==> src/hdl/moc_pkg.sv <==
`default_nettype none

package moc_pkg;

  // fixed field widths
  localparam int ELEM_VALUE_W = 16;
  localparam int DIM_W        = 5;
  localparam int SCALE_W      = 35;

  // parameter defaults
  localparam int MAX_DIM_DEF    = 16;
  localparam int ELEM_WIDTH_DEF = 16;

  localparam logic [DIM_W-1:0] DIM_RESET = 5'd4;

  typedef struct packed {
    logic signed [ELEM_VALUE_W-1:0] elem_value;
    logic                           last_elem;
  } moc_in_t;

  typedef struct packed {
    logic               is_orthogonal;
    logic [SCALE_W-1:0] scale;
  } moc_out_t;

  // control that travels with one product term down the mac pipeline
  typedef struct packed {
    logic valid;
    logic zero_a;
    logic zero_b;
    logic first_k;
    logic last_k;
    logic first_dot;
    logic diag;
    logic last_dot;
  } moc_tag_t;

  typedef enum logic [1:0] {
    ST_LOAD,
    ST_ISSUE,
    ST_WAIT,
    ST_PEND
  } moc_state_e;

endpackage

`default_nettype wire

==> src/hdl/moc_mac.sv <==
`default_nettype none

module moc_mac #(
  parameter int MAX_DIM    = moc_pkg::MAX_DIM_DEF,
  parameter int ELEM_WIDTH = moc_pkg::ELEM_WIDTH_DEF
) (
  input  wire logic                        clk_i,
  input  wire logic                        rst_ni,
  input  wire moc_pkg::moc_tag_t           tag_i,
  input  wire logic [ELEM_WIDTH-1:0]       op_a_i,
  input  wire logic [ELEM_WIDTH-1:0]       op_b_i,
  output logic                             done_o,
  output logic                             ok_o,
  output logic [moc_pkg::SCALE_W-1:0]      scale_o
);
  import moc_pkg::*;

  localparam int ProdW = 2 * ELEM_WIDTH;
  localparam int SumW  = ProdW + $clog2(MAX_DIM);
  localparam int AccW  = (SumW > 64) ? 64 : SumW;
  localparam int ExtW  = (AccW > SCALE_W) ? AccW : SCALE_W;

  logic signed [ELEM_WIDTH-1:0] a_gated, b_gated;
  logic signed [ProdW-1:0]      prod_q;
  logic signed [AccW-1:0]       acc_q, acc_d, dot_q, c00_q;
  logic signed [ExtW-1:0]       c00_ext;
  moc_tag_t                     tag2_q, tag3_q, tag3_d;
  logic                         ok_q, done_q;

  // positions not received in this matrix read as zero
  assign a_gated = tag_i.zero_a ? '0 : signed'(op_a_i);
  assign b_gated = tag_i.zero_b ? '0 : signed'(op_b_i);

  assign acc_d = (tag2_q.first_k ? '0 : acc_q) + AccW'(prod_q);

  // only a finished dot product moves on to the compare stage
  always_comb begin
    tag3_d       = tag2_q;
    tag3_d.valid = tag2_q.valid && tag2_q.last_k;
  end

  always_ff @(posedge clk_i) begin
    prod_q <= a_gated * b_gated;
    if (tag2_q.valid) begin
      acc_q <= acc_d;
    end
    if (tag2_q.valid && tag2_q.last_k) begin
      dot_q <= acc_d;
    end
    if (tag3_q.valid && tag3_q.first_dot) begin
      c00_q <= dot_q;
    end
  end

  always_ff @(posedge clk_i or negedge rst_ni) begin
    if (!rst_ni) begin
      tag2_q <= '0;
      tag3_q <= '0;
      ok_q   <= 1'b0;
      done_q <= 1'b0;
    end else begin
      tag2_q <= tag_i;
      tag3_q <= tag3_d;
      done_q <= tag3_q.valid && tag3_q.last_dot;
      if (tag3_q.valid) begin
        if (tag3_q.first_dot) begin
          ok_q <= (dot_q != '0);
        end else if (tag3_q.diag) begin
          ok_q <= ok_q && (dot_q == c00_q);
        end else begin
          ok_q <= ok_q && (dot_q == '0);
        end
      end
    end
  end

  assign c00_ext = ExtW'(c00_q);
  assign scale_o = c00_ext[SCALE_W-1:0];
  assign ok_o    = ok_q;
  assign done_o  = done_q;

  a_ok_needs_scale: assert property (@(posedge clk_i) disable iff (!rst_ni)
    ok_q |-> (c00_q != '0))
    else $error("ok flag set with zero scale");

  a_terms_contiguous: assert property (@(posedge clk_i) disable iff (!rst_ni)
    (tag2_q.valid && !tag2_q.first_k) |-> $past(tag2_q.valid))
    else $error("gap inside a dot product");

  a_done_drained: assert property (@(posedge clk_i) disable iff (!rst_ni)
    done_q |-> (!tag3_q.valid && !tag2_q.valid))
    else $error("terms still in flight at done");

endmodule

`default_nettype wire

==> config.mk <==
export PLATFORM = sky130hd
export DESIGN_NAME = moc_mac
export DESIGN_NICKNAME = d
export VERILOG_FILES = /design/src/hdl/moc_pkg.sv /design/src/hdl/moc_mac.sv
export SDC_FILE = /design/constraint.sdc
export NUM_CORES = 1
export LEC_CHECK = 0
export ABC_AREA = 1
export BUFFER_PORTS_ARGS = -buffer_cell sky130_fd_sc_hd__buf_4
export CORE_ASPECT_RATIO = 1.75
export CORE_MARGIN = 3
export CORE_UTILIZATION = 35
export DETAILED_ROUTE_END_ITERATION = 10
export SYNTH_ARGS = -nofsm -noshare
export SYNTH_HDL_FRONTEND = slang
export SYNTH_SLANG_ARGS = --single-unit
==> constraint.sdc <==
create_clock -name clk_i -period 2.2 [get_ports clk_i]
set_input_delay 0.22 -clock clk_i [delete_from_list [all_inputs] [get_ports clk_i]]
set_output_delay 0.22 -clock clk_i [all_outputs]
set_load 0.005 [all_outputs]
==> results of run 1 <==
==> power groups by stage <==
stage / clock network, uW / registers [uW] / logic, uW
2_1_floorplan: 0 / 4840 / 8850
3_3_place_gp: 0 / 5030 / 14800
3_5_place_dp: 0 / 5060 / 15000
4_1_cts: 3110 / 5020 / 16700
5_1_grt: 3240 / 5160 / 21900
6_report: 3090 / 5060 / 20200
==> cell families (layout without fill, tap and decap cells) <==
kind of cell,after synthesis,count (layout)
AOI/OAI and AO/OA,164,164
xor gates and xnor gates,77,77
adders and majority gates,380,380
buffers and inverters,575,1081
and+or+nand+nor,807,807
DFF,152,152
==> Yosys cell counts, types with 7 or more instances <==
cell type	number	area, um2
nor3_2	8	80.1
nand4_1	19	119
nand3_1	45	225
nor2_1	285	1070
dfrtp_1	12	300
o21bai_1	9	67.6
edfxtp_1	108	3240
dfxtp_1	32	641
buf_4	35	263
xnor2_1	33	289
clkbuf_1	23	86.3
inv_1	506	1900
nor3_1	11	55.1
nand2_2	16	100
ha_1	117	1460
o21ai_0	45	225
xor2_1	44	385
a31oi_1	9	56.3
o21ai_1	7	35.0
a21oi_1	75	375
nand2_1	404	1520
fa_1	263	5270
==> repair_timing <==
item,4_1_cts,5_1_grt
gates resized for setup,295,427
pin swaps,61,194
hold buffers,7,0
hold endpoints to repair,18,0
endpoints found under the setup margin,83,90
cloned,2,3
buffers inserted,23,62
==> flip-flops by register name (all words and copies together) (netlist names) <==
| register | count |
|---|---|
| acc_q | 36 |
| c00_ext | 36 |
| dot_q | 36 |
| prod_q | 32 |
| tag2_q | 6 |
| tag3_q | 4 |
| done_o | 1 |
| ok_o | 1 |
==> routing by layer <==
metal / up-vias / GRT usage (%) / part of all wire, % / wire [um]
met5: - / 0 / 0 / 0
met3: 204 / 1.79 / 2.7 / 1660
li1: 7454 / - / - / -
met2: 412 / 44.5 / 57 / 34600
met1: 7787 / 20.0 / 31 / 19000
met4: 0 / 13.7 / 8.6 / 5200
==> worst max-delay path: cells and delay by family <==
family / cells / cell delay, ns
AND/OR/NAND/NOR: 3 / 0.30
adder cells (fa/ha/maj): 7 / 3.23
buffers and inverters: 11 / 1.01
XOR/XNOR: 1 / 0.22
AO/OA/AOI/OAI: 4 / 0.51
==> metrics by stage <==
stage | setup slack, ns | util [%]
after floorplan | -2.94 | -
final | -2.99 | 53.2
after global routing | -3.12 | 53.2
after CTS | -2.94 | 48.7
after detailed placement | -3.61 | 44.6
after global placement | -3.57 | 44.6
==> worst max-delay path by stage <==
stage          slack, ns    endpoint
6_report           -2.99  prod_q[20]
4_1_cts            -2.94  prod_q[20]
3_5_place_dp       -3.61  prod_q[20]
3_3_place_gp       -3.57  prod_q[27]
2_1_floorplan      -2.94  prod_q[31]
5_1_grt            -3.12  prod_q[27]
==> layout make-up <==
class	count	area share, %
multi-input cells	1428	54.6
inverters	515	7.49
clock buffers	19	1.76
clock inverters	13	0.541
well taps	666	3.08
repair buffers	533	17.1
flip-flops and latches	152	15.5
repair inverters	1	0.0278
==> run metrics, run 1 <==
Switching Share about 45%; worst flop-to-flop path startpoint tag2_q[4]; post-route minimum period a little over 5 ns; Num Clock Sinks about 150; first drt pass iteration count 7; data required time of the critical path ~2.5 ns; cell-internal power ~16000 uW; worst relative slew slack 61.8%; core footprint approximately 0.051 mm2; Via density approximately 4.8; XOR/XNOR share of the synthesized area approximately 3.7%; Worst Setup Start Kind input port; Max Slew Vio Count 0; cell area power density roughly 1000 mW/mm2; CP Class in2reg; violated checks negative setup slack; DIE HEIGHT approximately 310 um; CTS tree done; crit path DAT ~5.5 ns; Final Cell Area ~0.027 mm2; TritonCTS buffer count 17; layout cells sized above 1 approximately 43%; Initial Util around 36%; NetSw between 10000 and 15000 uW; Crit-path slowest cell fa_1; total power draw ~28000 uW; All-Layer GR Usage between 20% and 30%; remaining global-route overflow 0; smallest hold slack ~0.15 ns; leakage power figure 0.0128 uW; period utilization 236%; worst skew pair latency 0.45 ns; DP HPWL 48900 um; Non-Filler Instances ~3300; register share of total power between 15 and 20%; Post-DRT Antenna Nets 0; RR Endpoint acc_q[26]; clk buf depth 2; critical path fanouts, max 4; DP Area roughly 0.023 mm2; routability cong. 0.967; Least-Margin Pin Slew about 0.57 ns; Final TNS setup -87.92 ns; H-tree depth 4; pin count of the biggest net entering global routing 38; I/O pins a little under 80; max incr delay on CP roughly 0.56 ns; proportion of synthesized area in mux cells 0%; Peak VDD IR 0.000642 V; Max Cap Viol 0; critical path startpoint tag_i[6]; Yosys cell types between 40 and 50; FFs w/ async S/R, synth under 10%; placed insts between 3000 and 4000; Multi-input gate area ~0.015 mm2; worst hold path class in2async; Setup crit end kind flop; Nets slightly above 3000; number of cells produced by synthesis roughly 2200; final wirelength just over 60000 um; Comb pwr share a little under three quarters; synthesized net count 2577; CTS root buf clkbuf_16; most used cell, CP fa_1; # DRC 0; R2R depth 16; DR vias roughly 16000; RSZ-0062 raised after global routing true; full die area 0.0547 mm2; diode count 0; area share of fa/ha/maj cells after synthesis between 30% and 40%; Hold Violations, Final 0; Fill cells 4494; DRT iter0 DRCs between 800 and 900; Setup WS post-layout -2.99 ns; Final setup viols 86; post-synthesis compound-gate area fraction under 10%; commonest non-fill, non-tap cell in the layout buf_4; first-pass GRT wire length a little over 90000 um; most frequent cells in the layout buf_4, inv_1, nand2_1; Syn-to-layout area delta 49.2%; main flop type after synthesis edfxtp_1; wire length per cell ~18 um; reg2reg setup slack -0.58 ns; sequential element share of the synthesized area between 20% and 30%; clock slew at reported path FFs 0.07 ns; status complete, but fails checks; Layout Skew 0.0136 ns; Yosys Warn Count 0; largest family of logic cells by synthesized area adder cells; mapped cell area 0.0181 mm2; I/O Buffers 78; fmax between 0.15 and 0.2 GHz; Post-Syn Area per Cell ~8.4 um2; initial antenna violation count 0; #FFs+latches synth 152; Sequential Area about 0.0042 mm2; area share of and/or/nand/nor cells after synthesis 18.3%; EDFF count, synth ~110; row count around 110; vias in the first global route roughly 17000; chip width roughly 180 um; share of total power in the clock network a little over a tenth
Note: power is estimated with default switching activity, not from simulation.
==> run 2, diff against run 1 <==
Settings changed: TNS_END_PERCENT set to 30.
==> run metrics, run 2 (same netlist as run 1, synthesis figures left out) <==
DP HPWL 49100 um (+0.60%); fmax 0.195 GHz (+1.3%); CTS tree done; TritonCTS buffer count 17 (unchanged); NetSw 11400 uW (-11%); max incr delay on CP 0.60 ns (+0.04 ns); diode count 0 (unchanged); data required time of the critical path 2.53 ns (about the same); crit path DAT 5.45 ns (-0.06 ns); Least-Margin Pin Slew 0.557 ns (-0.0159 ns); Post-DRT Antenna Nets 0 (unchanged); pre-CTS setup slack -3.75 ns (-0.140 ns); placed insts 3210 (+0.16%); # DRC 0 (unchanged); DRT iter0 DRCs 680 (-18%); met2 wire length 33300 um (-3.6%); wire length per cell 17.5 um (-3.8%); clk buf depth 2 (unchanged); first-pass GRT wire length 90500 um (-0.68%); pin count of the biggest net entering global routing 38 (unchanged); first drt pass iteration count 5 (-2); CTS root buf clkbuf_16; critical path fanouts, max 7 (+3); M1 WL 18400 um (-3.4%); vias in the first global route 17500 (+0.29%); Worst Setup Start Kind input port; most used cell, CP fa_1; worst relative slew slack 62.9% (+1.1 points); chip width 178 um (unchanged); initial antenna violation count 0 (unchanged); WL met3 1810 um (+9.2%); R2R depth 10 (-6); layout cells sized above 1 36.0% (-7.2 points); Layout Skew 0.00865 ns (-0.00495 ns); full die area 0.0547 mm2 (unchanged); Num Clock Sinks 152 (unchanged); Final setup viols 81 (-5.8%); commonest non-fill, non-tap cell in the layout inv_1; DR vias 15600 (-1.7%); critical-path cell list buf_8, clkinvlp_4, buf_6, nand2_8, buf_6, buf_6, nand2_4, fa_1, inv_1, fa_1, inv_1, fa_1, inv_1, fa_1, fa_1, fa_1, ha_4, a21o_1, a21oi_2, nand2_2, a21oi_2, nand2_2, xor2_2; Setup WS post-layout -2.92 ns (+0.0669 ns); RSZ-0062 raised after global routing true; Nets 3040 (-0.98%); routability cong. 0.974 (+0.67%); most frequent cells in the layout inv_1, buf_4, nand2_1; post-route minimum period 5.12 ns (-0.0669 ns); Crit-path slowest cell fa_1; remaining global-route overflow 0 (unchanged); CP delay by family, top adder cells; Max Cap Viol 0 (unchanged); clock slew at reported path FFs 0.07 ns (about the same); WP buf/inv 8 (-3); DIE HEIGHT 307 um (unchanged); cell-internal power 14200 uW (-9.0%); Syn-to-layout area delta 39.6%; Initial Util 35.6% (unchanged); H-tree depth 4 (unchanged); share of total power in the clock network 11.5% (+0.6 points); Setup crit end kind flop; status complete, but fails checks; register share of total power 19.6% (+1.8 points); leakage power figure 0.0122 uW (-4.4%); I/O pins 79 (unchanged); CP Class in2reg; core footprint 0.0509 mm2 (unchanged); Max Slew Vio Count 0 (unchanged); row count 109 (unchanged); top sig layer met4; All-Layer GR Usage 21.6% (-0.27 points); Via density 4.73 (-0.76%); I/O Buffers 78 (unchanged); final wirelength 57600 um (-4.7%); Hold Violations, Final 0 (unchanged); total power draw 25500 uW (-10%); Non-Filler Instances 3297 (-0.90%); worst hold path class in2async; period utilization 233% (-3.0 points); Switching Share 44.5% (-0.60 points); critical path depth 23 (-12%); cell area power density 1010 mW/mm2 (-3.8%); violated checks negative setup slack; Peak VDD IR 0.000680 V (+6.0%); worst skew pair latency 0.44 ns (about the same); Comb pwr share 68.9% (-2.4 points)
## run 2: cell type report
type,instances,area [um2]
Fill cell,4791,25600
Timing Repair Buffer,502,4100
Clock inverter,14,158
Tap cell,666,833
Sequential cell,152,4180
Timing Repair inverter,2,13.8
Inverter,515,1990
Multi-Input combinational cell,1428,13600
Clock buffer,18,429
## run 2: power by group through the flow
stage               sequential, uW  clock (uW)  combinational [uW]
global placement              5030           0               14800
finish                        5010        2930               17600
global route                  5110        3110               19300
floorplan                     4840           0                8850
detailed placement            5060           0               15000
CTS                           5010        2990               16800
## run 2: final timing paths
kind | startpoint | to | slack (ns)
min in group clk_i | op_a_i[0] | prod_q[0] | 0.23
worst min register to register | tag2_q[2] | tag3_q[2] | 0.35
max in group asynchronous | rst_ni | tag2_q[0] | 1.88
worst max register to register | tag2_q[4] | dot_q[34] | -0.46
worst max-delay path | tag_i[6] | prod_q[28] | -2.92
worst min-delay path | rst_ni | done_o | 0.16
## run 2: metrics by stage
stage / hold slack (ns) / instance area (um2) / setup TNS (ns) / util (%)
detailed placement: 0.0763 / 22700 / -105.43 / 44.7
finish: 0.157 / 25300 / -81.98 / 49.7
global route: 0.176 / 25300 / -94.66 / 49.7
global placement: 0.0714 / 22700 / -103.36 / 44.7
CTS: 0.148 / 24800 / -82.13 / 48.8
floorplan: -0.0756 / 18900 / -72.06 / -
## run 2: repair_timing
action / in CTS / in global routing
hold endpoints to repair: 18 / 0
endpoints found under the setup margin: 81 / 88
hold buffers: 7 / 0
pin swaps: 105 / 44
gates cloned: 2 / 0
setup buffers: 39 / 9
gates resized for setup: 280 / 113
## run 2: layer usage
metal / track usage (%) / vias to the layer above
met4: 13.0 / 0
met3: 2.04 / 184
li1: - / 7391
met1: 19.7 / 7626
met5: 0 / -
met2: 44.1 / 393
==> run 3, diff against run 2 <==
Settings changed: CORE_ASPECT_RATIO 1.75 to 1.2, CORE_MARGIN 3 to 5.
==> run metrics, run 3 (same netlist as run 1, synthesis figures left out) <==
status complete, but fails checks; violated checks negative setup slack; Nets 3033 (-0.23%); commonest non-fill, non-tap cell in the layout inv_1; Setup WS post-layout -2.94 ns (-0.0170 ns); cell area power density 998 mW/mm2 (-1.0%); first drt pass iteration count 7 (+2); core footprint 0.0514 mm2 (+0.94%); DIE HEIGHT 259 um (-16%); post-route minimum period 5.14 ns (+0.0170 ns); Hold Violations, Final 0 (unchanged); RR Endpoint dot_q[26]; worst skew pair latency 0.43 ns (about the same); CTS root buf clkbuf_16; leakage power figure 0.0123 uW (+0.58%); DRT iter0 DRCs 620 (-8.8%); CP delay by family, top adder cells; critical-path cell list buf_6, clkinvlp_4, buf_6, buf_12, nand2_4, nor2_1, fa_2, fa_2, buf_6, fa_1, inv_1, fa_1, inv_1, fa_1, fa_2, ha_4, nand2_2, nor2_2, nand2_2, or2_4, nand2_1, nor2_1, nand2_1, nand2_1; CP Class in2reg; Max Slew Vio Count 0 (unchanged); most frequent cells in the layout inv_1, buf_4, nand2_1; Layout Skew 0.00691 ns (-0.00174 ns); # DRC 0 (unchanged); Initial Util 35.3% (-0.33 points); Peak VDD IR 0.000685 V (+0.68%); DP HPWL 47300 um (-3.9%); placed insts 3221 (+0.34%); All-Layer GR Usage 19.6% (-2.0 points); wire length per cell 16.4 um (-6.0%); CTS tree done; WP buf/inv 7 (-1); H-tree depth 4 (unchanged); Post-DRT Antenna Nets 0 (unchanged); fmax 0.195 GHz (-0.33%); Worst Setup Start Kind input port; worst hold path class in2async; first-pass GRT wire length 87300 um (-3.6%); Syn-to-layout area delta 40.4%; TritonCTS buffer count 17 (unchanged); DR vias 15500 (-0.83%); period utilization 234% (+0.77 points); initial antenna violation count 0 (unchanged); Non-Filler Instances 3321 (+0.73%); Max Cap Viol 0 (unchanged); Num Clock Sinks 152 (unchanged); chip width 218 um (+22%); I/O Buffers 78 (unchanged); routability cong. 0.973 (about the same); layout cells sized above 1 35.9% (-0.17 points); RSZ-0062 raised after global routing true; crit path DAT 5.47 ns (+0.02 ns); Setup crit end kind flop; data required time of the critical path 2.52 ns (about the same); Crit-path slowest cell fa_2; I/O pins 79 (unchanged); full die area 0.0565 mm2 (+3.3%); worst flop-to-flop path startpoint tag2_q[4]; final wirelength 54600 um (-5.3%); R2R depth 15 (+5); Via density 4.66 (-1.5%); vias in the first global route 16900 (-3.8%); row count 91 (-17%); reg2reg setup slack -0.34 ns (+0.12 ns); clk buf depth 2 (unchanged); pin count of the biggest net entering global routing 38 (unchanged); Final setup viols 78 (-3.7%); critical path startpoint tag_i[5]; diode count 0 (unchanged); worst relative slew slack 65.6% (+2.8 points); Least-Margin Pin Slew 0.516 ns (-0.0415 ns); critical path fanouts, max 7 (unchanged); clock slew at reported path FFs 0.06 ns (about the same); max incr delay on CP 0.66 ns (+0.06 ns); total power draw 25400 uW (-0.45%); remaining global-route overflow 0 (unchanged)
## run 3: cell types whose count changed in the layout (fill, tap and decap cells not counted), moves of 8 or more
cell     change
buf_4       -34
buf_6       +19
nor2_4       +9
o21ai_1      -9
nand2_1      -8
nor2_2       -8
o21ai_0      +8
## run 3: repair_timing
action                     4_1_cts  5_1_grt
hold buffers                     7        0
cloned                           2        0
hold endpoints to repair        18        0
pin swaps                      114       60
gates resized for setup        258      162
setup endpoints to repair       82       86
buffers inserted                34       25
## run 3: how the worst max path moves through the flow
stage	endpoint	cells after the start
floorplan	prod_q[31]	25
global placement	prod_q[30]	24
detailed placement	prod_q[30]	25
CTS	prod_q[30]	24
global route	prod_q[31]	27
finish	prod_q[31]	24
## run 3: final cells by class
cell class              count  area, um2
clock buffers              18        429
clock inverters            14        161
fillers                  4731      25900
inverters                 515       2010
multi-input cells        1428      13500
flip-flops and latches    152       4180
well taps                 697        872
repair buffers            496       4240
repair inverters            1       8.76
## run 3: routing by layer
metal	vias to the layer above	GRT usage (%)	routed length (um)
met4	0	8.65	3010
met2	361	37.5	29100
li1	7379	-	-
met3	132	2.44	1850
met1	7593	21.5	20600
met5	-	0	0
## run 3: per-stage QoR
stage	hold WS (ns)	setup TNS, ns	setup slack (ns)	util [%]	area, um2
2_1_floorplan	-0.0756	-72.06	-2.94	-	18900
3_3_place_gp	0.0622	-98.49	-3.45	44.2	22700
3_5_place_dp	0.0688	-100.54	-3.53	44.2	22700
4_1_cts	0.138	-78.97	-2.84	48.0	24600
5_1_grt	0.156	-92.02	-3.13	49.5	25400
6_report	0.155	-79.66	-2.94	49.5	25400
## run 3: power breakdown
group / total, uW / leakage [uW] / internal (uW) / switching (uW)
combinational: 17500 / 0.0106 / 8040 / 9450
sequential: 4980 / 0.00144 / 4500 / 487
clock: 2910 / 0.000280 / 1700 / 1220
total: 25400 / 0.0123 / 14200 / 11200
